## src/rtl/sulet_pkg.sv

```systemverilog
// Shared types, constants and frame table of the SET/UA link establishment transmitter.
package sulet_pkg;

    // Frame bytes
    localparam logic [7:0] FLAG_BYTE = 8'h5C;
    localparam logic [7:0] ADDR_TX   = 8'h01;
    localparam logic [7:0] CTRL_SET  = 8'h03;
    localparam logic [7:0] ADDR_RX   = 8'h03;
    localparam logic [7:0] CTRL_UA   = 8'h07;
    localparam logic [7:0] BCC_SET   = ADDR_TX ^ CTRL_SET;
    localparam logic [7:0] BCC_UA    = ADDR_RX ^ CTRL_UA;

    // SET frame length and index width
    localparam int unsigned FRAME_LEN = 5;
    localparam int unsigned FIDX_W    = $clog2(FRAME_LEN);
    localparam logic [FIDX_W-1:0] FIDX_LAST = FIDX_W'(FRAME_LEN - 1);

    // Field widths
    localparam int unsigned TICK_W = 16;
    localparam int unsigned TOUT_W = 4;
    localparam int unsigned CFG_W  = 16;
    localparam logic [TOUT_W-1:0] TOUT_SAT = '1;

    // Function codes
    localparam logic [1:0] FUNC_START = 2'd0;
    localparam logic [1:0] FUNC_RXB   = 2'd1;
    localparam logic [1:0] FUNC_TICK  = 2'd2;

    // Configuration register indexes
    localparam logic CFG_TIMEOUT_TICKS = 1'b0;
    localparam logic CFG_MAX_TIMEOUTS  = 1'b1;

    typedef enum logic [1:0] {
        PH_IDLE = 2'd0,
        PH_WAIT = 2'd1,
        PH_OK   = 2'd2,
        PH_FAIL = 2'd3
    } t_phase;

    typedef enum logic [2:0] {
        RX_HUNT = 3'd0,
        RX_ADDR = 3'd1,
        RX_CTRL = 3'd2,
        RX_BCC  = 3'd3,
        RX_END  = 3'd4
    } t_rx_stage;

    typedef struct packed {
        logic [1:0] func;
        logic [7:0] rx_byte;
    } t_in_item;

    typedef struct packed {
        logic       tx_valid;
        logic [7:0] tx_byte;
        logic       last;
        logic [1:0] link_status;
    } t_out_item;

    // Work handed from front to back: a SET frame or a single status item
    typedef struct packed {
        logic       send_frame;
        logic [1:0] status;
    } t_job;

    function automatic logic [7:0] frame_byte(input logic [FIDX_W-1:0] idx);
        logic [7:0] b;
        case (idx)
            3'd0:    b = FLAG_BYTE;
            3'd1:    b = ADDR_TX;
            3'd2:    b = CTRL_SET;
            3'd3:    b = BCC_SET;
            default: b = FLAG_BYTE;
        endcase
        return b;
    endfunction

endpackage

```

## src/rtl/sulet_front.sv

```systemverilog
// Front end: takes items, runs the UA recogniser, timers and link phase, issues jobs.
module sulet_front (
    input  logic                 i_clk,
    input  logic                 i_rst_n,
    input  logic                 i_accept,
    input  sulet_pkg::t_in_item  i_item,
    input  logic                 i_cfg_we,
    input  logic                 i_cfg_idx,
    input  logic [15:0]          i_cfg_data,
    output sulet_pkg::t_job      o_job
);
    import sulet_pkg::*;

    t_phase              r_phase,         n_phase;
    t_rx_stage           r_rx_stage,      n_rx_stage;
    logic [TICK_W-1:0]   r_tick_count,    n_tick_count;
    logic [TOUT_W-1:0]   r_timeout_count, n_timeout_count;
    logic [TICK_W-1:0]   r_timeout_ticks;
    logic [TOUT_W-1:0]   r_max_timeouts;
    logic [TICK_W-1:0]   tick_inc;
    logic [TOUT_W-1:0]   tout_inc;
    logic                send_frame;

    // Configuration registers
    always_ff @(posedge i_clk) begin
        if (!i_rst_n) begin
            r_timeout_ticks <= TICK_W'(3);
            r_max_timeouts  <= TOUT_W'(3);
        end else if (i_cfg_we) begin
            unique case (i_cfg_idx)
                CFG_TIMEOUT_TICKS: r_timeout_ticks <= i_cfg_data[TICK_W-1:0];
                CFG_MAX_TIMEOUTS:  r_max_timeouts  <= i_cfg_data[TOUT_W-1:0];
                default:           ;
            endcase
        end
    end

    // Link state registers
    always_ff @(posedge i_clk) begin
        if (!i_rst_n) begin
            r_phase         <= PH_IDLE;
            r_rx_stage      <= RX_HUNT;
            r_tick_count    <= '0;
            r_timeout_count <= '0;
        end else if (i_accept) begin
            r_phase         <= n_phase;
            r_rx_stage      <= n_rx_stage;
            r_tick_count    <= n_tick_count;
            r_timeout_count <= n_timeout_count;
        end
    end

    assign tick_inc = r_tick_count + TICK_W'(1);
    assign tout_inc = (r_timeout_count == TOUT_SAT) ? TOUT_SAT
                                                    : r_timeout_count + TOUT_W'(1);

    // Next state and job for the item on the input
    always_comb begin
        n_phase         = r_phase;
        n_rx_stage      = r_rx_stage;
        n_tick_count    = r_tick_count;
        n_timeout_count = r_timeout_count;
        send_frame      = 1'b0;
        unique case (i_item.func)
            FUNC_START: begin
                n_phase         = PH_WAIT;
                n_rx_stage      = RX_HUNT;
                n_tick_count    = '0;
                n_timeout_count = '0;
                send_frame      = 1'b1;
            end
            FUNC_RXB: begin
                if (r_phase == PH_WAIT) begin
                    unique case (r_rx_stage)
                        RX_HUNT: begin
                            if (i_item.rx_byte == FLAG_BYTE) n_rx_stage = RX_ADDR;
                        end
                        RX_ADDR: begin
                            if (i_item.rx_byte == ADDR_RX)        n_rx_stage = RX_CTRL;
                            else if (i_item.rx_byte != FLAG_BYTE) n_rx_stage = RX_HUNT;
                        end
                        RX_CTRL: begin
                            if (i_item.rx_byte == CTRL_UA)        n_rx_stage = RX_BCC;
                            else if (i_item.rx_byte == FLAG_BYTE) n_rx_stage = RX_ADDR;
                            else                                  n_rx_stage = RX_HUNT;
                        end
                        RX_BCC: begin
                            if (i_item.rx_byte == BCC_UA)         n_rx_stage = RX_END;
                            else if (i_item.rx_byte == FLAG_BYTE) n_rx_stage = RX_ADDR;
                            else                                  n_rx_stage = RX_HUNT;
                        end
                        RX_END: begin
                            // closing flag completes the UA
                            if (i_item.rx_byte == FLAG_BYTE) begin
                                n_phase         = PH_OK;
                                n_tick_count    = '0;
                                n_timeout_count = '0;
                            end
                            n_rx_stage = RX_HUNT;
                        end
                        default: n_rx_stage = RX_HUNT;
                    endcase
                end
            end
            FUNC_TICK: begin
                if (r_phase == PH_WAIT) begin
                    if (tick_inc >= r_timeout_ticks) begin
                        n_tick_count    = '0;
                        n_timeout_count = tout_inc;
                        if (tout_inc >= r_max_timeouts) begin
                            n_phase = PH_FAIL;
                        end else begin
                            n_rx_stage = RX_HUNT;
                            send_frame = 1'b1;
                        end
                    end else begin
                        n_tick_count = tick_inc;
                    end
                end
            end
            default: ;
        endcase
    end

    assign o_job.send_frame = send_frame;
    assign o_job.status     = n_phase;

endmodule

```

## src/rtl/sulet_jobq.sv

```systemverilog
// Job queue between front and back ends.
module sulet_jobq #(
    parameter int unsigned DEPTH = 4
) (
    input  logic             i_clk,
    input  logic             i_rst_n,
    input  logic             i_wr,
    input  sulet_pkg::t_job  i_job,
    output logic             o_full,
    input  logic             i_rd,
    output sulet_pkg::t_job  o_job,
    output logic             o_empty
);
    import sulet_pkg::*;

    localparam int unsigned PW = (DEPTH > 1) ? $clog2(DEPTH) : 1;
    localparam int unsigned CW = $clog2(DEPTH + 1);

    t_job            r_mem [DEPTH];
    logic [PW-1:0]   r_wptr, r_rptr;
    logic [CW-1:0]   r_count;
    logic            wr_en, rd_en;

    assign o_full  = (r_count == CW'(DEPTH));
    assign o_empty = (r_count == '0);
    assign wr_en   = i_wr && !o_full;
    assign rd_en   = i_rd && !o_empty;
    assign o_job   = r_mem[r_rptr];

    // Storage
    always_ff @(posedge i_clk) begin
        if (wr_en) r_mem[r_wptr] <= i_job;
    end

    // Pointers and fill count
    always_ff @(posedge i_clk) begin
        if (!i_rst_n) begin
            r_wptr  <= '0;
            r_rptr  <= '0;
            r_count <= '0;
        end else begin
            if (wr_en) r_wptr <= (r_wptr == PW'(DEPTH - 1)) ? '0 : r_wptr + PW'(1);
            if (rd_en) r_rptr <= (r_rptr == PW'(DEPTH - 1)) ? '0 : r_rptr + PW'(1);
            if (wr_en && !rd_en)      r_count <= r_count + CW'(1);
            else if (rd_en && !wr_en) r_count <= r_count - CW'(1);
        end
    end

endmodule

```

## src/rtl/sulet_back.sv

```systemverilog
// Back end: expands jobs into result items and holds the output register.
module sulet_back (
    input  logic                 i_clk,
    input  logic                 i_rst_n,
    input  sulet_pkg::t_job      i_job,
    input  logic                 i_job_valid,
    output logic                 o_job_done,
    output sulet_pkg::t_out_item o_item,
    output logic                 o_empty,
    input  logic                 i_pop
);
    import sulet_pkg::*;

    logic              r_out_valid;
    t_out_item         r_out;
    logic [FIDX_W-1:0] r_idx;
    logic              load, step;
    t_out_item         n_out;

    assign load       = !r_out_valid || i_pop;
    assign step       = load && i_job_valid;
    assign o_job_done = step && n_out.last;

    // Build the next result item from the head job
    always_comb begin
        n_out.link_status = i_job.status;
        if (i_job.send_frame) begin
            n_out.tx_valid = 1'b1;
            n_out.tx_byte  = frame_byte(r_idx);
            n_out.last     = (r_idx == FIDX_LAST);
        end else begin
            n_out.tx_valid = 1'b0;
            n_out.tx_byte  = '0;
            n_out.last     = 1'b1;
        end
    end

    // Frame byte counter and output register
    always_ff @(posedge i_clk) begin
        if (!i_rst_n) begin
            r_out_valid <= 1'b0;
            r_idx       <= '0;
        end else begin
            if (load) r_out_valid <= i_job_valid;
            if (o_job_done) r_idx <= '0;
            else if (step)  r_idx <= r_idx + FIDX_W'(1);
        end
    end

    always_ff @(posedge i_clk) begin
        if (step) r_out <= n_out;
    end

    assign o_item  = r_out;
    assign o_empty = !r_out_valid;

endmodule

```

## src/rtl/set_ua_link_establish_tx_unit.sv

```systemverilog
// Top level of the SET/UA link establishment transmitter.
//
// Items enter through a queue-style port (push/full) and results leave through
// another (empty/pop). The front end takes one item per cycle while full is low:
// it updates the UA recogniser, tick and timeout counters and link phase at once
// and queues a job in a JOB_DEPTH-entry queue. The back end turns each job into
// results from its output register: a start or resend yields the five SET frame
// bytes, one per cycle while popped, any other item one status result. It thus
// sustains one status-only item per cycle, set by its single output register,
// while a frame send holds it for all five bytes. Full rises only when JOB_DEPTH
// jobs are waiting. Configuration: i_cfg_idx 0 is timeout_ticks, 1 is
// max_timeouts; the user writes them only while the block is idle (unenforced).
module set_ua_link_establish_tx_unit #(
    parameter int unsigned JOB_DEPTH = 4
) (
    input  logic                 i_clk,
    input  logic                 i_rst_n,
    input  logic                 push,
    output logic                 full,
    input  sulet_pkg::t_in_item  i_item,
    output logic                 empty,
    input  logic                 pop,
    output sulet_pkg::t_out_item o_item,
    input  logic                 i_cfg_we,
    input  logic                 i_cfg_idx,
    input  logic [15:0]          i_cfg_data
);
    import sulet_pkg::*;

    logic accept;
    t_job front_job, head_job;
    logic q_empty, job_done;

    assign accept = push && !full;

    sulet_front u_front (
        .i_clk      (i_clk),
        .i_rst_n    (i_rst_n),
        .i_accept   (accept),
        .i_item     (i_item),
        .i_cfg_we   (i_cfg_we),
        .i_cfg_idx  (i_cfg_idx),
        .i_cfg_data (i_cfg_data),
        .o_job      (front_job)
    );

    sulet_jobq #(.DEPTH(JOB_DEPTH)) u_jobq (
        .i_clk   (i_clk),
        .i_rst_n (i_rst_n),
        .i_wr    (accept),
        .i_job   (front_job),
        .o_full  (full),
        .i_rd    (job_done),
        .o_job   (head_job),
        .o_empty (q_empty)
    );

    sulet_back u_back (
        .i_clk       (i_clk),
        .i_rst_n     (i_rst_n),
        .i_job       (head_job),
        .i_job_valid (!q_empty),
        .o_job_done  (job_done),
        .o_item      (o_item),
        .o_empty     (empty),
        .i_pop       (pop)
    );

endmodule

```

## config.mk

```make
export PLATFORM = sky130hd
export DESIGN_NAME = set_ua_link_establish_tx_unit
export DESIGN_NICKNAME = d
export VERILOG_FILES = /design/src/rtl/sulet_pkg.sv /design/src/rtl/sulet_front.sv /design/src/rtl/sulet_jobq.sv /design/src/rtl/sulet_back.sv /design/src/rtl/set_ua_link_establish_tx_unit.sv
export SDC_FILE = /design/constraint.sdc
export NUM_CORES = 1
export LEC_CHECK = 0
export BUFFER_PORTS_ARGS = -buffer_cell sky130_fd_sc_hd__buf_2
export CORE_MARGIN = 2
export CORE_UTILIZATION = 30
export CTS_CLUSTER_SIZE = 8
export DETAILED_ROUTE_END_ITERATION = 12
export PLACE_DENSITY = 0.5
export SLEW_MARGIN = 20
export SYNTH_ARGS = -nofsm -noshare
export SYNTH_HDL_FRONTEND = slang
export SYNTH_SLANG_ARGS = --single-unit
```

## constraint.sdc

```tcl
create_clock -name i_clk -period 9.4 [get_ports i_clk]
set_input_delay 0.47 -clock i_clk [delete_from_list [all_inputs] [get_ports i_clk]]
set_output_delay 0.47 -clock i_clk [all_outputs]
set_load 0.02 [all_outputs]
```

==> results of run 1 <==
[layer usage]
| layer | vias up | routed length (um) | global-route usage (%) |
|---|---|---|---|
| li1 | 1742 | - | - |
| met1 | 1506 | 4110 | 15.3 |
| met2 | 55 | 3980 | 20.6 |
| met3 | 4 | 298 | 3.23 |
| met4 | 0 | 73 | 6.11 |
| met5 | - | 0 | 0 |
[metrics by stage]
step                hold WS (ns)  cells  worst slack [ns]  util [%]  total power [mW]
floorplan                  0.436    484              6.30         -             0.594
global placement           0.447    688              5.99      33.0             0.644
detailed placement         0.447    688              5.96      33.0             0.650
CTS                        0.351    704              5.91      35.2              1.02
global route               0.365    704              5.60      35.2              1.07
finish                     0.364    704              5.95      35.2              1.00
[worst max path at each step]
| stage | end | slack [ns] |
|---|---|---|
| 3_3_place_gp | u_jobq.r_mem[0][2]$_DFFE_PP_ | 5.99 |
| 2_1_floorplan | u_front.r_tick_count[9]$_SDFFE_PN0P_ | 6.30 |
| 5_1_grt | u_jobq.r_mem[0][2]$_DFFE_PP_ | 5.60 |
| 4_1_cts | u_jobq.r_mem[1][2]$_DFFE_PP_ | 5.91 |
| 3_5_place_dp | u_jobq.r_mem[0][2]$_DFFE_PP_ | 5.96 |
| 6_report | u_jobq.r_mem[0][2]$_DFFE_PP_ | 5.95 |
[synth_stat cells, drive strengths merged (2+ instances only)]
cell	count
nand2	73
dfxtp	58
a21oi	48
inv	34
ha	33
nor2	32
nand3	24
edfxtp	19
nor3	16
clkbuf	14
o21ai	14
xnor2	10
and2	9
nand4	8
nor2b	8
a22o	7
nand2b	7
xor2	7
buf	6
and3	5
a21o	4
a31oi	4
mux2i	4
o22ai	4
a22oi	3
mux4	3
or4	3
nor3b	2
nor4	2
o211ai	2
o2bb2ai	2
or2b	2
or3	2
[area by class of cell]
| class | instances | area share (%) |
|---|---|---|
| multi-input cells | 352 | 45.9 |
| flip-flops and latches | 77 | 35.7 |
| clock buffers | 9 | 4.64 |
| well taps | 180 | 4.64 |
| repair buffers | 44 | 4.59 |
| inverters | 35 | 2.71 |
| clock inverters | 7 | 1.83 |
[where the power goes]
group | internal (mW) | switching [mW] | leakage (nW)
clock network | 0.231 | 0.135 | 0.151
logic | 0.0847 | 0.135 | 1.18
registers | 0.392 | 0.0256 | 0.653
[tightest hold or removal path: stages]
cell     delay (ns)
buf_2          0.09
nand2_1        0.04
nand3_1        0.06
[cells by family after synthesis]
family	after synthesis
DFF	77
muxes	8
AOI/OAI and AO/OA	92
and+or+nand+nor	199
buffers and inverters	55
adders and majority gates	34
other	1
xor gates and xnor gates	17
[registers in the layout, indices dropped and copies added, names as in the netlist, named ones only]
signal                   cells
u_back.o_item                7
u_back.r_idx                 3
u_back.r_out_valid           1
u_front.r_max_timeouts       4
u_front.r_phase              2
u_front.r_rx_stage           3
u_front.r_tick_count        16
u_front.r_timeout_count      4
u_front.r_timeout_ticks     16
u_jobq.r_count               3
u_jobq.r_mem                12
u_jobq.r_rptr                2
u_jobq.r_wptr                2
==> metrics.txt, run 1 <==
post-synthesis mux area share under 10%; Adder-Cell Fraction of Synth Area about 10%; Finished Cell Area 4850 um2; asr flop ratio synth 0%; Synth Area in Simple Gates 23.3%; crit-path cells and3_1 > and3_1 > nand3_1 > nor2_1 > xor2_1 > ha_1 > nand4_1 > nor4_1 > o21ai_0 > a31oi_1 > nand2_1 > a21oi_1; Via density roughly 4.7; drt pass-1 iters 5; worst slew pin tran approximately 1.0 ns; #FFs+latches synth 77; area delta synth->final 15.9%; status completed; cts bufs inserted 9; final WL 8460 um; Worst-Skew Late Latency 0.34 ns; Post-Place Cell Area 4540 um2; synthesized area per cell between 8 and 9 um2; Gate Count Post-Synth between 400 and 500; GRT Residual Overflow 0; Core Box Area roughly 14000 um2; routed via count about 3300; Root Buffer clkbuf_16; largest family of logic cells by synthesized area simple AND/OR/NAND/NOR gates; most frequent cells in the layout nand2_1 (73), dfxtp_1 (58), a21oi_1 (48), buf_2 (43), inv_1 (34); crit share post-route 36.7%; antenna diode count 0; Die ar. 14900 um2; R2R Path End u_jobq.r_mem[0][2]$_DFFE_PP_; Worst Setup SP u_front.r_tick_count[2]$_SDFFE_PN0P_; global-route wire length before repair 14600 um; dpl hpwl 6320 um; number of enable flip-flop cells after synthesis 19; Synth Area in Compound Gates around an eighth; cell family with most CP delay simple AND/OR/NAND/NOR gates; Worst EP arrival 3.57 ns; skew final 0.0109 ns; I/O pin count 46; Clock Pin Slew Worst Setup and Hold Paths 0.06 ns; Initial DRC Count 125; Post-CTS Hold Buffers 0; minimum clock period after layout about 3.5 ns; Pwr per Cell Area 207 nW/um2; Reg2Reg Setup Slack about 5.9 ns; register area share after synthesis 41.3%; slowest CP cell dfxtp_1; commonest non-fill, non-tap cell in the layout nand2_1; setup TNS 0 ns; Synthesis Warnings 0; Max clock buf depth 2; setup violators final 0; CTS Sinks 77; Max Freq a little under 300 MHz; max incr delay on CP 0.42 ns; vias in the first global route between 3000 and 4000; CP max FO 9; Storage cell area 1730 um2; fillcell total 1480; multi-input logic area 2230 um2; Initial Util 30.4%; per-cell routed wire length 12.0 um; Slew headroom 33.0%; Post-Synth XOR/XNOR Area 3.55%; GP Congestion 0.785; most frequent cell on the critical path and3_1; Final Hold Fails 0; chip width 122 um; DRC 0; synth unique cells 53; Hold Path Sink u_front.r_timeout_ticks[0]$_SDFFE_PN1P_; setup repair bufs after CTS 0; initial antenna violation count 0; CP required 9.51 ns; port bufs 43; kind of critical path flip-flop to flip-flop; H-tree depth 3; top cells by area, synth dfxtp_1 (28%), edfxtp_1 (14%), ha_1 (9.9%), nand2_1 (6.5%), a21oi_1 (5.7%); Crit Reg-Reg Startpoint u_front.r_tick_count[2]$_SDFFE_PN0P_; Mapped Area 4190 um2; CTS tree done; top_reg_cell synth dfxtp_1; Post-DRT Antenna Nets 0; hold depth 3; crit path capture type flip-flop; Bufs and invs on worst path 0; row cnt 43; Peak supply drop 83.7 uV; Crit path depth 12; Pins Over Slew Limit 0; Yosys top cell area share 27.7%; Worst Hold Launch i_cfg_data[0]; Hold/Removal Path Class input port to flip-flop; largest net degree at the start of global routing 35; most area-hungry cell type in the Yosys netlist dfxtp_1; post-CTS sizing 0; Max-Cap Viols 0; Die H roughly 120 um; LEAKAGE 1.98 nW; Final nets 585; worst reg-to-reg path cell count 12; layout cell share with drive strength beyond 1 13.0%; RSZ-0062 raised after global routing no; CP startpoint kind flip-flop; Tot GR Track Use 12.6%
Note: power is estimated with default switching activity, not from simulation.
==> run 2, diff against run 1 <==
ABC_AREA = 1   (was unset)
PLACE_DENSITY = 0.52   (was 0.5)
clock period = 2.9 ns   (was 9.4 ns; I/O delays follow)
==> metrics.txt, run 2 <==
status completed (unchanged); routed via count 3614 (was 3307); crit-path cells ha_4 > nand3_1 > inv_1 > nand2_1 > nor2_1 > nand2_1 > xor2_1 > clkinv_1 > ha_1 > nand2_1 > o21ai_0 > a21oi_1 > nand2_1 > nor2_2 > buf_6 > nand3_1 > a21oi_1 (was and3_1 > and3_1 > nand3_1 > nor2_1 > xor2_1 > ha_1 > nand4_1 > nor4_1 > o21ai_0 > a31oi_1 > nand2_1 > a21oi_1); Final nets 673 (was 585); Core Box Area 13900 um2 (was 13800 um2); area delta synth->final 17.0% (was 15.9%); Final Hold Fails 0 (unchanged); dpl hpwl 6990 um (was 6320 um); Hold Slack 0.0342 ns (was 0.364 ns); crit path capture type flip-flop (unchanged); vias in the first global route 3513 (was 3202); chip width 123 um (was 122 um); worst reg-to-reg path cell count 17 (was 12); Setup WS pre-CTS 0.106 ns (was 5.96 ns); Finished Cell Area 5010 um2 (was 4850 um2); global-route wire length before repair 15800 um (was 14600 um); CP max FO 12 (was 9); Worst-Skew Late Latency 0.34 ns (about the same); synthesized area per cell 7.58 um2 (was 8.68 um2); CP required 3.17 ns (was 9.51 ns); Root Buffer clkbuf_16 (unchanged); post-synthesis mux area share 0% (was 2.84%); synth unique cells 38 (was 53); most frequent cells in the layout nand2_1 (108), inv_1 (87), dfxtp_1 (53), nor2_1 (51), a21oi_1 (49) (was nand2_1 (73), dfxtp_1 (58), a21oi_1 (48), buf_2 (43), inv_1 (34)); Max-Cap Viols 0 (unchanged); CP startpoint kind flip-flop (unchanged); Synthesis Warnings 0 (unchanged); fillcell total 1478 (was 1480); Reg2Reg Setup Slack 0.30 ns (was 5.95 ns); most area-hungry cell type in the Yosys netlist dfxtp_1 (unchanged); Tot GR Track Use 13.3% (was 12.6%); top_reg_cell synth dfxtp_1 (unchanged); CTS Sinks 77 (unchanged); CTS tree done (unchanged); Placed Cells 775 (was 688); minimum clock period after layout 2.60 ns (was 3.45 ns); Yosys top cell area share 27.1% (was 27.7%); Adder-Cell Fraction of Synth Area 10.1% (was 10.3%); final WL 9100 um (was 8460 um); register area share after synthesis 40.5% (was 41.3%); cts bufs inserted 9 (unchanged); Crit path depth 17 (was 12); skew final 0.00384 ns (was 0.0109 ns); Die H 123 um (was 122 um); asr flop ratio synth 0% (unchanged); most frequent cell after synthesis nand2_1 (unchanged); Synth Area in Compound Gates 12.2% (was 13.0%); Gate Count Post-Synth 565 (was 483); cell family with most CP delay simple AND/OR/NAND/NOR gates (unchanged); crit share post-route 89.6% (was 36.7%); Slew headroom 52.0% (was 33.0%); most frequent cell on the critical path nand2_1 (was and3_1); Worst Setup EP u_front.r_tick_count[7]$_SDFFE_PN0P_ (was u_jobq.r_mem[0][2]$_DFFE_PP_); R2R Path End u_front.r_tick_count[7]$_SDFFE_PN0P_ (was u_jobq.r_mem[0][2]$_DFFE_PP_); Crit Reg-Reg Startpoint u_front.r_tick_count[0]$_SDFFE_PN0P_ (was u_front.r_tick_count[2]$_SDFFE_PN0P_); antenna diode count 0 (unchanged); Post-Synth XOR/XNOR Area 2.86% (was 3.55%); drt pass-1 iters 4 (was 5); Max Freq 385 MHz (was 290 MHz); Hold/Removal Path Class input port to flip-flop (unchanged); RSZ-0062 raised after global routing no (unchanged); DRC 0 (unchanged); layout cell share with drive strength beyond 1 14.5% (was 13.0%); #FFs+latches synth 77 (unchanged); GRT Residual Overflow 0 (unchanged); most instantiated cells after synthesis nand2_1 (108), inv_1 (87), dfxtp_1 (58), a21oi_1 (52), nor2_1 (52) (was nand2_1 (73), dfxtp_1 (58), a21oi_1 (48), inv_1 (34), ha_1 (33)); Initial DRC Count 125 (unchanged); top cells by area, synth dfxtp_1 (27%), edfxtp_1 (13%), ha_1 (9.6%), nand2_1 (9.5%), inv_1 (7.6%) (was dfxtp_1 (28%), edfxtp_1 (14%), ha_1 (9.9%), nand2_1 (6.5%), a21oi_1 (5.7%)); Mapped Area 4280 um2 (was 4190 um2); Initial Util 30.7% (was 30.4%); H-tree depth 3 (unchanged); Final Util 35.9% (was 35.2%); I/O pin count 46 (unchanged); setup TNS 0 ns (unchanged); Max clock buf depth 2 (unchanged); setup violators final 0 (unchanged); number of enable flip-flop cells after synthesis 19 (unchanged); slowest CP cell dfxtp_4 (was dfxtp_1); Bufs and invs on worst path 3 (was 0); Pwr per Cell Area 684 nW/um2 (was 207 nW/um2); Final Non-Filler Cells 792 (was 704); Peak supply drop 332 uV (was 83.7 uV); largest net degree at the start of global routing 38 (was 35); row cnt 43 (unchanged); GP Congestion 0.847 (was 0.785); initial antenna violation count 0 (unchanged); LEAKAGE 2.29 nW (was 1.98 nW); worst slew pin tran 0.719 ns (was 1.00 ns); largest family of logic cells by synthesized area simple AND/OR/NAND/NOR gates (unchanged); max incr delay on CP 0.38 ns (was 0.42 ns); Pins Over Slew Limit 0 (unchanged); Via density 4.56 (was 4.70); port bufs 43 (unchanged); kind of critical path flip-flop to flip-flop (unchanged); Post-DRT Antenna Nets 0 (unchanged); Post-CTS Hold Buffers 0 (unchanged); Synth Area in Simple Gates 23.7% (was 23.3%); Die ar. 15200 um2 (was 14900 um2); Final Power 3.43 mW (was 1.00 mW); Post-Place Cell Area 4650 um2 (was 4540 um2); commonest non-fill, non-tap cell in the layout nand2_1 (unchanged); per-cell routed wire length 11.5 um (was 12.0 um); Worst EP arrival 2.86 ns (was 3.57 ns); top flop regs u_front.r_tick_count: 16 flops, u_front.r_timeout_ticks: 16 flops, u_jobq.r_mem: 12 flops (unchanged); PnR worst setup slack 0.301 ns (was 5.95 ns); Clock Pin Slew Worst Setup and Hold Paths 0.05 ns (was 0.06 ns); Worst Setup SP u_front.r_tick_count[0]$_SDFFE_PN0P_ (was u_front.r_tick_count[2]$_SDFFE_PN0P_)
-- run 2: kinds of logic after synthesis --
logic type               after synthesis
adder cells (fa/ha/maj)               34
AO/OA/AOI/OAI                         97
buffers and inverters                111
AND/OR/NAND/NOR                      231
XOR/XNOR                              14
flip-flops                            77
other                                  1
-- run 2: final cells by class --
type	count	area, um2	area share, %
tap	180	225	4.50
sequential	77	1740	34.7
inverter	94	353	7.04
clock buffer	16	302	6.02
timing repair buffer	47	249	4.97
multi-input combinational	378	2140	42.7
-- run 2: worst min-delay path, delay by kind of cell --
kind	cells	cell delay [ns]
buffers and inverters	1	0.10
AND/OR/NAND/NOR	2	0.10
-- run 2: worst min-delay path by stage --
stage	to	from	cells after the start
2_1_floorplan	u_front.r_max_timeouts[0]$_SDFFE_PN1P_	i_cfg_data[0]	2
3_3_place_gp	u_front.r_max_timeouts[0]$_SDFFE_PN1P_	i_cfg_data[0]	3
3_5_place_dp	u_front.r_max_timeouts[0]$_SDFFE_PN1P_	i_cfg_data[0]	3
4_1_cts	u_front.r_max_timeouts[0]$_SDFFE_PN1P_	i_cfg_data[0]	3
5_1_grt	u_front.r_max_timeouts[1]$_SDFFE_PN1P_	i_cfg_data[1]	3
6_report	u_front.r_max_timeouts[0]$_SDFFE_PN1P_	i_cfg_data[0]	3
-- run 2: where the power goes --
part           switching (mW)  leakage [nW]  internal, mW  total, mW
Combinational           0.601          1.48         0.308      0.909
Clock                   0.418         0.149         0.697       1.12
Sequential             0.0925         0.659          1.31       1.40
-- run 2: timing repair --
item                                    in CTS  in global routing
setup buffers                                0                  1
endpoints found under the hold margin        0                  0
resized for setup                            0                 16
endpoints found under the setup margin       0                 31
-- run 2: layer usage --
metal	vias to the layer above	part of all wire, %	global-route usage, %
li1	1896	-	-
met3	13	2.9	3.60
met2	52	50	23.6
met5	-	0	0
met1	1653	45	15.0
met4	0	2.3	5.68
